===== config.mk =====
export PLATFORM = sky130hd
export DESIGN_NAME = charset_designation_encoder_top
export DESIGN_NICKNAME = d
export VERILOG_FILES = /design/src/rtl/cde_pkg.sv /design/src/rtl/charset_designation_encoder_top.sv /design/src/rtl/cde_front.sv /design/src/rtl/cde_queue.sv /design/src/rtl/cde_back.sv
export SDC_FILE = /design/constraint.sdc
export NUM_CORES = 1
export LEC_CHECK = 0
export BUFFER_PORTS_ARGS = -buffer_cell sky130_fd_sc_hd__buf_2
export CAP_MARGIN = 15
export CORE_ASPECT_RATIO = 0.8
export CORE_MARGIN = 5
export CORE_UTILIZATION = 63
export DETAILED_ROUTE_END_ITERATION = 6
export GPL_ROUTABILITY_DRIVEN = 0
export PLACE_DENSITY = 0.81
export RECOVER_POWER = 25
export SYNTH_ARGS = -nofsm -noshare
export SYNTH_HDL_FRONTEND = slang
export SYNTH_SLANG_ARGS = --single-unit

===== constraint.sdc =====
create_clock -name i_clk -period 7.5 [get_ports i_clk]
set_input_delay 0.375 -clock i_clk [delete_from_list [all_inputs] [get_ports i_clk]]
set_output_delay 0.375 -clock i_clk [all_outputs]
set_load 0.02 [all_outputs]

===== src/rtl/cde_pkg.sv =====
// Shared types and byte codes for the charset designation encoder.
`default_nettype none
package cde_pkg;

    localparam int unsigned MAX_BYTES = 8;

    localparam logic [7:0] ESC_BYTE      = 8'h1B;
    localparam logic [7:0] LS0_BYTE      = 8'h0F;
    localparam logic [7:0] LS1_BYTE      = 8'h0E;
    localparam logic [7:0] LS2_BYTE      = 8'h6E;
    localparam logic [7:0] LS3_BYTE      = 8'h6F;
    localparam logic [7:0] LS1R_BYTE     = 8'h7E;
    localparam logic [7:0] LS2R_BYTE     = 8'h7D;
    localparam logic [7:0] LS3R_BYTE     = 8'h7C;
    localparam logic [7:0] DESIG_BASE    = 8'h28;
    localparam logic [7:0] DESIG_MULTI   = 8'h24;
    localparam logic [7:0] GR_BIT        = 8'h80;

    localparam logic [2:0] CFG_INIT_G0   = 3'd0;
    localparam logic [2:0] CFG_INIT_G1   = 3'd1;
    localparam logic [2:0] CFG_INIT_G2   = 3'd2;
    localparam logic [2:0] CFG_INIT_G3   = 3'd3;

    localparam logic [7:0] RST_G0_FINAL  = 8'd66;
    localparam logic [7:0] RST_G1_FINAL  = 8'd74;
    localparam logic [7:0] RST_G2_FINAL  = 8'd48;
    localparam logic [7:0] RST_G3_FINAL  = 8'd49;

    localparam logic [1:0] START_GL      = 2'd0;
    localparam logic [1:0] START_GR      = 2'd2;

    typedef struct packed {
        logic [MAX_BYTES-1:0][7:0] seq;
        logic [3:0]                len;
        logic                      status;
    } t_entry;

endpackage
`default_nettype wire


===== src/rtl/charset_designation_encoder_top.sv =====
// Top level of the charset designation encoder.
//
//  channel  direction  handshake               word
//  cfg      in         i_cfg_valid/o_cfg_ready i_cfg_index, i_cfg_data
//  char     in         i_valid/o_stall         new_string .. free_space
//  byte     out        o_valid/i_stall         out_byte, last, status
//
// Each character emits 1 to 8 bytes (usually 1 or 2); the output register moves
// one byte a cycle while i_stall is low.
// The front end builds the whole sequence in the accept cycle; a two-entry queue
// lets it take the next character while bytes are still going out.
// Synchronous active-low reset restores slots, invocations and init registers.
// o_stall rises only when the queue is full; i_stall holds the output word.
`default_nettype none
module charset_designation_encoder_top
    import cde_pkg::*;
(
    input  wire logic       i_clk,
    input  wire logic       i_rst_n,
    input  wire logic       i_cfg_valid,
    output logic            o_cfg_ready,
    input  wire logic [2:0] i_cfg_index,
    input  wire logic [7:0] i_cfg_data,
    input  wire logic       i_valid,
    output logic            o_stall,
    input  wire logic       i_new_string,
    input  wire logic [7:0] i_charset_final,
    input  wire logic       i_two_byte,
    input  wire logic [6:0] i_row_code,
    input  wire logic [6:0] i_column_code,
    input  wire logic [7:0] i_free_space,
    output logic            o_valid,
    input  wire logic       i_stall,
    output logic [7:0]      o_out_byte,
    output logic            o_last,
    output logic            o_status
);

    logic   push, pop, q_valid, q_full;
    t_entry f_entry, q_entry;

    assign o_cfg_ready = 1'b1;
    assign o_stall     = q_full;

    cde_front u_front (
        .i_clk           (i_clk),
        .i_rst_n         (i_rst_n),
        .i_cfg_valid     (i_cfg_valid),
        .i_cfg_index     (i_cfg_index),
        .i_cfg_data      (i_cfg_data),
        .i_valid         (i_valid),
        .i_new_string    (i_new_string),
        .i_charset_final (i_charset_final),
        .i_two_byte      (i_two_byte),
        .i_row_code      (i_row_code),
        .i_column_code   (i_column_code),
        .i_free_space    (i_free_space),
        .i_full          (q_full),
        .o_push          (push),
        .o_entry         (f_entry)
    );

    cde_queue u_queue (
        .i_clk   (i_clk),
        .i_rst_n (i_rst_n),
        .i_push  (push),
        .i_entry (f_entry),
        .i_pop   (pop),
        .o_valid (q_valid),
        .o_full  (q_full),
        .o_entry (q_entry)
    );

    cde_back u_back (
        .i_clk      (i_clk),
        .i_rst_n    (i_rst_n),
        .i_q_valid  (q_valid),
        .i_q_entry  (q_entry),
        .o_pop      (pop),
        .i_stall    (i_stall),
        .o_valid    (o_valid),
        .o_out_byte (o_out_byte),
        .o_last     (o_last),
        .o_status   (o_status)
    );

endmodule
`default_nettype wire


===== src/rtl/cde_front.sv =====
// Front end: config registers, designation state and byte sequence build per character.
`default_nettype none
module cde_front
    import cde_pkg::*;
(
    input  wire logic       i_clk,
    input  wire logic       i_rst_n,
    input  wire logic       i_cfg_valid,
    input  wire logic [2:0] i_cfg_index,
    input  wire logic [7:0] i_cfg_data,
    input  wire logic       i_valid,
    input  wire logic       i_new_string,
    input  wire logic [7:0] i_charset_final,
    input  wire logic       i_two_byte,
    input  wire logic [6:0] i_row_code,
    input  wire logic [6:0] i_column_code,
    input  wire logic [7:0] i_free_space,
    input  wire logic       i_full,
    output logic            o_push,
    output t_entry          o_entry
);

    logic [3:0][7:0] r_init_final;
    logic [3:0][7:0] r_slot_final, n_slot_final;
    logic [1:0]      r_gl, n_gl;
    logic [1:0]      r_gr, n_gr;
    logic            r_gl_was_last, n_gl_was_last;
    logic [3:0][1:0] r_age, n_age;

    logic [3:0][7:0] e_final;
    logic [1:0]      e_gl, e_gr;
    logic            e_glwl;
    logic [3:0][1:0] e_age;
    logic [3:0][7:0] c_final;
    logic [1:0]      c_gl, c_gr;
    logic [3:0][1:0] c_age;
    logic            hit_gl, hit_gr, need, designate, no_room;
    logic [1:0]      idx, s;
    logic [MAX_BYTES-1:0][7:0] seq;
    logic [3:0]      len, total;
    logic [7:0]      mask;

    always_comb begin
        if (i_new_string) begin
            e_final = r_init_final;
            e_gl    = START_GL;
            e_gr    = START_GR;
            e_glwl  = 1'b0;
            e_age   = {2'd3, 2'd2, 2'd1, 2'd0};
        end else begin
            e_final = r_slot_final;
            e_gl    = r_gl;
            e_gr    = r_gr;
            e_glwl  = r_gl_was_last;
            e_age   = r_age;
        end

        hit_gl    = (i_charset_final == e_final[e_gl]);
        hit_gr    = (i_charset_final == e_final[e_gr]);
        need      = !hit_gl && !hit_gr;
        designate = need && (i_charset_final != e_final[0]) && (i_charset_final != e_final[1])
                    && (i_charset_final != e_final[2]) && (i_charset_final != e_final[3]);
        idx       = e_age[3];

        c_final = e_final;
        c_gl    = e_gl;
        c_gr    = e_gr;
        c_age   = e_age;
        seq     = '0;
        len     = 4'd0;

        if (designate) begin
            c_final[idx] = i_charset_final;
            c_age        = {e_age[2:0], idx};
            seq[len[2:0]] = ESC_BYTE;
            len = len + 4'd1;
            if (!i_two_byte) begin
                seq[len[2:0]] = DESIG_BASE + {6'd0, idx};
                len = len + 4'd1;
            end else begin
                seq[len[2:0]] = DESIG_MULTI;
                len = len + 4'd1;
                if (idx != 2'd0) begin
                    seq[len[2:0]] = DESIG_BASE + {6'd0, idx};
                    len = len + 4'd1;
                end
            end
            seq[len[2:0]] = i_charset_final;
            len = len + 4'd1;
        end

        priority if (i_charset_final == c_final[0]) s = 2'd0;
        else if (i_charset_final == c_final[1])     s = 2'd1;
        else if (i_charset_final == c_final[2])     s = 2'd2;
        else                                        s = 2'd3;

        if (need) begin
            if (s == 2'd0) begin
                c_gl = 2'd0;
                seq[len[2:0]] = LS0_BYTE;
                len = len + 4'd1;
            end else if (e_glwl) begin
                c_gr = s;
                seq[len[2:0]] = ESC_BYTE;
                len = len + 4'd1;
                seq[len[2:0]] = (s == 2'd1) ? LS1R_BYTE : (s == 2'd2) ? LS2R_BYTE : LS3R_BYTE;
                len = len + 4'd1;
            end else begin
                c_gl = s;
                if (s == 2'd1) begin
                    seq[len[2:0]] = LS1_BYTE;
                    len = len + 4'd1;
                end else begin
                    seq[len[2:0]] = ESC_BYTE;
                    len = len + 4'd1;
                    seq[len[2:0]] = (s == 2'd2) ? LS2_BYTE : LS3_BYTE;
                    len = len + 4'd1;
                end
            end
        end

        total   = len + (i_two_byte ? 4'd2 : 4'd1);
        no_room = ({4'd0, total} > i_free_space);
        mask    = (c_final[c_gr] == i_charset_final) ? GR_BIT : 8'h00;

        if (i_two_byte) begin
            seq[len[2:0]] = {1'b0, i_row_code} | mask;
            len = len + 4'd1;
        end
        seq[len[2:0]] = {1'b0, i_column_code} | mask;
        len = len + 4'd1;

        if (no_room) begin
            o_entry.seq    = '0;
            o_entry.len    = 4'd1;
            o_entry.status = 1'b1;
            n_slot_final   = e_final;
            n_gl           = e_gl;
            n_gr           = e_gr;
            n_gl_was_last  = e_glwl;
            n_age          = e_age;
        end else begin
            o_entry.seq    = seq;
            o_entry.len    = len;
            o_entry.status = 1'b0;
            n_slot_final   = c_final;
            n_gl           = c_gl;
            n_gr           = c_gr;
            n_gl_was_last  = (c_final[c_gl] == i_charset_final);
            n_age          = c_age;
        end
    end

    assign o_push = i_valid && !i_full;

    always_ff @(posedge i_clk) begin
        if (!i_rst_n) begin
            r_init_final  <= {RST_G3_FINAL, RST_G2_FINAL, RST_G1_FINAL, RST_G0_FINAL};
            r_slot_final  <= {RST_G3_FINAL, RST_G2_FINAL, RST_G1_FINAL, RST_G0_FINAL};
            r_gl          <= START_GL;
            r_gr          <= START_GR;
            r_gl_was_last <= 1'b0;
            r_age         <= {2'd3, 2'd2, 2'd1, 2'd0};
        end else begin
            if (i_cfg_valid) begin
                unique case (i_cfg_index)
                    CFG_INIT_G0: r_init_final[0] <= i_cfg_data;
                    CFG_INIT_G1: r_init_final[1] <= i_cfg_data;
                    CFG_INIT_G2: r_init_final[2] <= i_cfg_data;
                    CFG_INIT_G3: r_init_final[3] <= i_cfg_data;
                    default: ;
                endcase
            end
            if (o_push) begin
                r_slot_final  <= n_slot_final;
                r_gl          <= n_gl;
                r_gr          <= n_gr;
                r_gl_was_last <= n_gl_was_last;
                r_age         <= n_age;
            end
        end
    end

endmodule
`default_nettype wire


===== src/rtl/cde_queue.sv =====
// Two-entry queue between front end and byte serializer.
`default_nettype none
module cde_queue
    import cde_pkg::*;
(
    input  wire logic i_clk,
    input  wire logic i_rst_n,
    input  wire logic i_push,
    input  t_entry    i_entry,
    input  wire logic i_pop,
    output logic      o_valid,
    output logic      o_full,
    output t_entry    o_entry
);

    t_entry     r_mem [2];
    logic       r_wptr, r_rptr;
    logic [1:0] r_count;

    assign o_valid = (r_count != 2'd0);
    assign o_full  = (r_count == 2'd2);
    assign o_entry = r_mem[r_rptr];

    always_ff @(posedge i_clk) begin
        if (i_push) begin
            r_mem[r_wptr] <= i_entry;
        end
    end

    always_ff @(posedge i_clk) begin
        if (!i_rst_n) begin
            r_wptr  <= 1'b0;
            r_rptr  <= 1'b0;
            r_count <= 2'd0;
        end else begin
            if (i_push) begin
                r_wptr <= ~r_wptr;
            end
            if (i_pop) begin
                r_rptr <= ~r_rptr;
            end
            r_count <= r_count + {1'b0, i_push} - {1'b0, i_pop};
        end
    end

endmodule
`default_nettype wire


===== src/rtl/cde_back.sv =====
// Back end: walks a queued sequence one byte a cycle into the output register while not stalled.
`default_nettype none
module cde_back
    import cde_pkg::*;
(
    input  wire logic       i_clk,
    input  wire logic       i_rst_n,
    input  wire logic       i_q_valid,
    input  t_entry          i_q_entry,
    output logic            o_pop,
    input  wire logic       i_stall,
    output logic            o_valid,
    output logic [7:0]      o_out_byte,
    output logic            o_last,
    output logic            o_status
);

    logic [2:0] r_idx;
    logic       r_valid;
    logic [7:0] r_byte;
    logic       r_last, r_status;
    logic       load, is_last;

    assign load    = !r_valid || !i_stall;
    assign is_last = ({1'b0, r_idx} + 4'd1) == i_q_entry.len;
    assign o_pop   = load && i_q_valid && is_last;

    always_ff @(posedge i_clk) begin
        if (!i_rst_n) begin
            r_idx   <= 3'd0;
            r_valid <= 1'b0;
        end else if (load) begin
            r_valid <= i_q_valid;
            if (i_q_valid) begin
                r_idx <= is_last ? 3'd0 : r_idx + 3'd1;
            end
        end
    end

    always_ff @(posedge i_clk) begin
        if (load && i_q_valid) begin
            r_byte   <= i_q_entry.seq[r_idx];
            r_last   <= is_last;
            r_status <= i_q_entry.status;
        end
    end

    assign o_valid    = r_valid;
    assign o_out_byte = r_byte;
    assign o_last     = r_last;
    assign o_status   = r_status;

endmodule
`default_nettype wire


==> summary by stage, run 1 <==
Worst setup path
The count of cells along the worst register-to-register path is 26. The endpoint identified for the worst register-to-register timing path is u_front.r_age[7]. In this run the critical register-to-register path is launched from u_front.r_gr[0]. Data on the critical path is required at its endpoint by 7.88 ns.

In this run the worst setup path terminates at u_front.r_age[7]. STA classifies the critical path startpoint as an input port. The critical-path maximum fanout is 36. The critical setup path kind is in2reg.

For the worst setup path, the data arrival time is between 7 and 8 ns. The register-to-register setup slack is 0.61 ns. The critical path startpoint is i_new_string. The type of destination of the critical path is a register.

Die
The die outline area is between 0.02 and 0.03 mm2. The vertical die dimension is ~150 um. The horizontal die dimension is approximately 180 um. The total I/O pin count is slightly above 60. The floorplan has 50 rows.

The effective utilization at floorplan is a little under two thirds. The core region is ~0.023 mm2.

Finish
In the final design database the tool counted 1605 nets. The number of fill cells in the layout is 1761. Cells with a size suffix above 1 make up 13.9% of the layout. In the final layout, the multi-input gates occupy approximately 0.0080 mm2.

The finished cells cover approximately 0.016 mm2. The library cells used most frequently in the layout, excluding fill and tap cells, are 223 x nand2_1, 148 x edfxtp_1, 125 x nor2_1, 102 x a21oi_1, 102 x mux2i_1. From synthesis to final layout, the design area changed by 7.72%. Leaving out fill and tap cells, the most frequent cell in the layout is nand2_1. The flip-flop and latch area is ~0.0062 mm2.

Route
The antenna violation net count after detailed routing is 0. In the routed layout, each cell is associated on average with a via count of 7.01. The first detailed-routing pass ran for 7 iterations. After detailed routing, the number of remaining DRC violations is 20.

The total wire length after detailed routing is 45700 um. The routed layout has 13.2k vias. After detailed routing, the average wire length per cell comes to between 20 and 25 um. In this run, the number of DRC markers left after iteration 0 of detailed routing was around 2.4k.

Clocking
The count of hold buffers inserted by post-cts repair is 0. CTS built an H-tree with a depth of 1. The number of buffers inserted by post-CTS setup repair is 0. The clock tree from TritonCTS is built.

The number of sinks driven by the clock tree is around 230. The largest buffer count on any clock path is 3. The post-cts repair resize count is 0. The later pin in the worst-skew pair is clocked with a latency of between 0.5 and 0.6 ns. The buffer type at the clock tree root is clkbuf_16.

The clock slew seen by the registers of the worst setup and hold paths is around 0.06 ns. TritonCTS created 24 clock buffers.

Logic synthesis
In this run the biggest area consumer among cell types represents around 30% of the synthesized area. The count of flip-flops with a built-in enable after synthesis is between 100 and 150. The Yosys step of the flow raised 0 warnings. Ranked by total cell area, the synthesized netlist is headed by edfxtp_1 30%, dfxtp_1 12%, mux2i_1 6.9%, nand2_1 5.7%, mux4_2 4.9%.

After synthesis, flip-flops and latches occupy 41.6% of the total area. When the netlist entered floorplanning its net count stood at approximately 1.6k. In this run the cell area of the synthesized design comes to about 0.015 mm2.

The primary flip-flop cell chosen by synthesis mapping is edfxtp_1. The dominant cell type by area after synthesis is edfxtp_1. The post-synthesis register bit count is approximately 230. Of all flip-flops after synthesis, the portion carrying an async set or reset was 0%. Dividing the synthesized area by the synthesized cell count gives 9.58 um2. After synthesis, the netlist uses 87 different library cells.

The synthesized instance count is 1545.

Global routing
The via count of the first global-routing pass is about 12k. The first-pass GRT wire length is between 60000 and 70000 um. The overflow left after global routing is 0.

The overall fraction of global-route tracks in use is about a third. The number of antenna violations at the first check in global routing is 5. The maximum number of pins on one net before global-route repair is between 80 and 90.

Flow run
The number of max-cap violations is 3.

Timing
At the pin with the least slew margin, the transition time is ~4 ns. The setup TNS after final layout is 0 ns. The post-route clock skew is 0.0137 ns. For this run, the top clock speed supported by timing is roughly 140 MHz. Setup repair after global routing left no endpoint under its margin.

Counting I/O delays and the setup requirement, the final critical path takes 6.98 ns. The worst path meets setup with between 0.5 and 0.6 ns of slack. In this run the tightest slew margin relative to its limit is -169%.

Setup violations remaining at the end of the flow were counted as 0. The share of the clock period used by the worst path after layout is just over 90%. The final number of max-transition violations is ~160. The count of final hold-check violations was 0.

Placed design
The standard cell area after detailed placement is about 0.015 mm2. The number of I/O port buffers is 59. The HPWL reported at the end of detailed placement is around 32000 um. The setup slack at placement is around 0.3 ns.

Pwr
The power density over the cells is ~260 mW/mm2. For this design the static power due to leakage is between 5 and 6 nW. VDD sags by at most around 0.2 mV.

Outcome
The run finished, with violations left. The final reports fail on DRC, capacitance limit, slew limit.

Worst hold path
The tightest min-delay check is of the in2reg type. The startpoint of the most critical hold path is i_stall.
==> critical path, stage by stage <==
cell      delay (ns)
buf_2           0.87
mux2i_1         0.45
xnor2_1         0.17
nor4_2          0.56
a21oi_1         0.18
a31oi_2         0.46
nand2b_1        0.30
ha_1            0.27
a22oi_1         0.17
o41ai_1         0.15
o211ai_1        0.14
inv_1           0.09
ha_1            0.20
inv_1           0.08
fa_1            0.41
inv_1           0.07
ha_1            0.24
nor2b_1         0.14
o21a_1          0.16
o21a_1          0.16
o211ai_1        0.31
inv_2           0.10
nor2_1          0.54
nand2_1         0.35
o32ai_1         0.31
nand2_1         0.09
==> report_power, final <==
part           internal (mW)  switching, mW  total (mW)
sequential              1.64         0.0938        1.74
combinational          0.433          0.777        1.21
clock                  0.658          0.501        1.16
total                   2.73           1.37        4.11
==> layout make-up <==
type | instances | share of cell area, %
antenna | 1 | 0.0157
inverter | 32 | 0.785
clock inverter | 9 | 0.541
tap | 312 | 2.45
timing repair buffer | 88 | 3.11
sequential | 234 | 38.7
clock buffer | 35 | 4.21
multi-input combinational | 1164 | 50.2
==> routing by layer <==
layer / vias to the layer above / GRT usage (%) / wire (um) / part of all wire [%]
li1: 5695 / - / - / -
met1: 6099 / 48.6 / 17700 / 39
met2: 1150 / 45.3 / 18400 / 40
met3: 203 / 11.7 / 7700 / 17
met4: 4 / 9.64 / 1770 / 3.9
met5: - / 0 / 40 / 0.088
==> state kept, by name (all words and copies together) (netlist names), 2 cells and up, named ones only <==
name,flops
u_back.o_out_byte,8
u_back.r_idx,3
u_front.r_age,8
u_front.r_gl,2
u_front.r_gr,2
u_front.r_init_final,32
u_front.r_slot_final,32
u_queue.r_count,2
u_queue.r_mem,138
==> cell usage after synthesis (5+ instances only) <==
| library cell | count |
|---|---|
| a211oi_1 | 7 |
| a21boi_0 | 34 |
| a21oi_1 | 102 |
| a221oi_1 | 10 |
| a22oi_1 | 14 |
| a31oi_1 | 16 |
| and2_1 | 21 |
| and3_1 | 8 |
| buf_1 | 7 |
| buf_2 | 14 |
| buf_4 | 6 |
| buf_6 | 5 |
| clkbuf_1 | 82 |
| dfxtp_1 | 86 |
| edfxtp_1 | 148 |
| ha_1 | 12 |
| inv_1 | 25 |
| mux2_2 | 25 |
| mux2i_1 | 102 |
| mux2i_2 | 12 |
| mux4_2 | 32 |
| nand2_1 | 223 |
| nand2b_1 | 5 |
| nand3_1 | 44 |
| nand4_1 | 16 |
| nor2_1 | 125 |
| nor2b_1 | 11 |
| nor3_1 | 23 |
| nor3_2 | 5 |
| nor4_1 | 8 |
| nor4_2 | 6 |
| o211a_1 | 7 |
| o211ai_1 | 38 |
| o21a_1 | 6 |
| o21ai_0 | 76 |
| o31ai_1 | 6 |
| or2_2 | 5 |
| or3_1 | 10 |
| xnor2_1 | 64 |
| xor2_1 | 10 |
==> per-stage QoR <==
stage	cells	utilization (%)	total power [mW]	hold slack [ns]
after floorplan	1545	-	2.57	0.440
after global placement	1830	65.4	2.88	0.467
after detailed placement	1830	65.4	2.92	0.472
after CTS	1874	68.7	4.07	0.0963
after global routing	1874	68.5	4.26	0.122
final	1875	68.5	4.11	0.106
==> cells by family (layout without fill, tap and decap cells) <==
kind of cell | Yosys count | after routing | share of synthesized area (%)
AOI/OAI and AO/OA | 371 | 371 | 16.5
buffers and inverters | 147 | 164 | 4.29
xor gates and xnor gates | 75 | 75 | 4.56
adders and majority gates | 13 | 13 | 1.15
other | 1 | 2 | 0.0253
muxes | 174 | 174 | 15.0
DFF | 234 | 234 | 41.6
and+or+nand+nor | 530 | 530 | 16.8
==> worst min path at each step <==
stage | to | slack [ns] | depth (start not counted)
final | u_back.o_valid | 0.11 | 3
after global routing | u_front.r_init_final[14] | 0.12 | 3
after CTS | u_front.r_init_final[29] | 0.1 | 3
after detailed placement | u_back.o_valid | 0.47 | 2
after global placement | u_back.o_valid | 0.47 | 2
after floorplan | u_front.r_init_final[31] | 0.44 | 2
No activity file was read; power rests on OpenSTA's default activity.
==> run 2: changes to the inputs <==
Settings changed: CORE_MARGIN 5 to 2, GPL_TIMING_DRIVEN set to 0.
==> summary by stage, run 2 (synthesis gave the netlist of run 1 again) <==
Worst setup path
STA puts the critical path data required time at about 8 ns. Broken down by cell family, the worst path's largest delay share belongs to compound AO/OA/AOI/OAI gates. For the worst setup path, the data arrival time is about 7.6 ns.

STA classifies the critical path startpoint as a register. The critical setup path kind is reg2reg. Setup slack on the worst reg-to-reg path comes out at a little under 0.2 ns. The type of destination of the critical path is a register. For this design, the slowest cell found on the critical path is mux4_2. Among the stages of the critical path, the cell type that occurs most often is inv_1.

Along the worst path, the maximum fanout reaches 10. For this run, the slowest stage of the critical path takes 0.55 ns. Counting both buffers and inverters, the worst setup path holds a total of 8.

Timing
Based on the critical path, the design can be clocked at up to 137 MHz. Once routing completed, OpenROAD measured the worst setup slack at between 0.15 and 0.2 ns. For the pin with the worst max-slew slack, the measured transition is 2.90 ns. The clock period could shrink to between 7 and 8 ns. Setup violations remaining at the end of the flow were counted as 0. The share of the clock period used by the worst path after layout is between 90% and 100%. The count of final hold-check violations is 0.

The worst relative slew slack is -93.4%. The final number of max-transition violations is 52. Setup repair after global routing left no endpoint under its margin. In the final timing run, aggregate negative setup slack is 0 ns. The final-layout worst hold slack is around 0.11 ns. The post-route clock skew is between 0.02 and 0.025 ns.

Route
The detail route stage leaves a number of antenna-violating nets equal to 0. After detailed routing, the number of remaining DRC violations is 70. The via-per-instance ratio is 7.10. The number of vias in the routed layout is approximately 14k. After detailed routing, the total wire length is 49600 um. For this run, the detailed router's first-pass iteration total came to 7. After detailed routing, the average wire length per cell comes to about 25 um. The initial detailed-routing violation count is approximately 3.2k.

Pwr
The internal portion of the total power is roughly 2.8 mW. The fraction of power consumed by sequential logic is between 40% and 50%. The maximum vdd ir drop is 0.173 mV. Power spread over the standard cell area amounts to 260 mW/mm2.

The overall power of the completed layout is 4.23 mW. For this design the total switching power over the nets is approximately 1.4 mW. Of the total power, the share spent switching nets is 34.2%. For this design the static power due to leakage is ~6 nW. The fraction of power consumed by the clock network is ~29%. The proportion of power drawn by combinational gates is about 30%.

Outcome
The run finished, with violations left. The checks that failed: DRC, capacitance limit, slew limit.

Placed design
The number of I/O port buffers is 40. Timing analysis after detailed placement gives a worst setup slack of -0.755 ns. After detailed placement, the design holds a cell count of 1901. The HPWL reported at the end of detailed placement is roughly 36000 um.

Die
61 I/O pins were placed. For this configuration, the core starts out at a cell density of between 60% and 70%. The floorplan core area is between 0.02 and 0.025 mm2. The vertical die dimension is approximately 140 um. The horizontal die dimension is 175 um.

The die covers ~0.025 mm2. The number of placement rows is 50.

Global routing
The first-pass GRT wire length is around 74000 um. The total overflow left after global routing is 0. The number of antenna violations at the first check in global routing was 0.

The overall fraction of global-route tracks in use is approximately 40%. Entering global routing, the biggest net connects 52 pins. The via count of the first global-routing pass is roughly 13k.

Clocking
The clock drives 234 sinks. The largest buffer count on any clock path is 3. The clock insertion delay at the later pin of the skew report is around 0.55 ns.

The TritonCTS buffer count is 24. The clock slew seen by the registers of the worst setup and hold paths is 0.06 ns. The H-tree depth reported by CTS is 1. The clock tree from TritonCTS is built. The number of hold buffers added after CTS was 0. The cell sitting at the root of the clock tree is a clkbuf_16.

Finish
Leaving out fill and tap cells, the most frequent cells in the layout are 223 x nand2_1, 148 x edfxtp_1, 122 x nor2_1, 102 x a21oi_1. The largest registers in the layout are u_queue.r_mem (138), u_front.r_init_final (32), u_front.r_slot_final (32). The number of nets in the finished design is between 1.5k and 2k. 0 antenna diodes ended up in the layout. The number of standard cells in the final layout excluding fillers is slightly below 2k. The register bank with the most flops is u_queue.r_mem. The most common cell after layout, fill and taps aside is nand2_1.

The share of layout cells above drive strength 1 is between 10% and 20%. The register with the most flip-flops in the layout has between 100 and 150 of them. The area growth from synthesis to layout is 10.0%.

Worst hold path
The tightest min-delay check is of the in2reg type.

Flow run
The tool flagged a number of max-cap violations equal to 1.
==> run 2: area by class of cell <==
cell class | instances | area, um2
clock buffers | 34 | 648
well taps | 312 | 390
flip-flops and latches | 234 | 6170
inverters | 32 | 125
clock inverters | 10 | 138
multi-input cells | 1164 | 8060
plain buffers | 115 | 520
fillers | 1681 | 6920
repair buffers | 46 | 245
==> run 2: worst paths after layout <==
check | from | to | depth (start not counted)
worst max register to register | u_front.r_gl[0] | u_queue.r_mem[1][35] | 27
worst min-delay path | i_stall | u_back.o_valid | 3
worst max-delay path | u_front.r_gl[0] | u_queue.r_mem[1][35] | 27
worst min register to register | u_back.o_valid | u_back.o_valid | 2
==> run 2: worst reg2reg max path: cells and delay by family (launching register included) <==
kind,cells,cell delay (ns)
xor+xnor,1,0.10
simple gates,4,0.99
compound gates,8,2.11
flops,1,0.30
fa+ha+maj,4,1.17
mux,2,0.84
buf+inv,8,1.55
==> run 2: repair_timing <==
| item | 4_1_cts | 5_1_grt |
|---|---|---|
| pin swaps | 0 | 1 |
| endpoints found under the hold margin | 0 | 0 |
| setup endpoints to repair | 101 | 159 |
| setup buffers | 0 | 2 |
| resized for setup | 5 | 19 |
==> run 2: per-stage QoR <==
stage          cell area (um2)  util (%)
2_1_floorplan            14800         -
3_3_place_gp             15400      66.3
6_report                 16300      70.2
3_5_place_dp             15500      66.7
5_1_grt                  16300      70.2
4_1_cts                  16300      70.1
==> run 2: power groups by stage <==
stage	registers, mW	clock network, mW	logic (mW)
3_3_place_gp	1.74	0	1.18
6_report	1.72	1.23	1.28
4_1_cts	1.71	1.22	1.24
2_1_floorplan	1.76	0	0.811
5_1_grt	1.74	1.27	1.36
3_5_place_dp	1.74	0	1.23
==> run 2: layer usage <==
layer	track usage, %	up-vias	wire length, um
met5	0	-	0
met2	53.2	1309	19200
li1	-	5839	-
met1	56.3	6414	18900
met4	12.4	0	2100
met3	17.4	255	9370
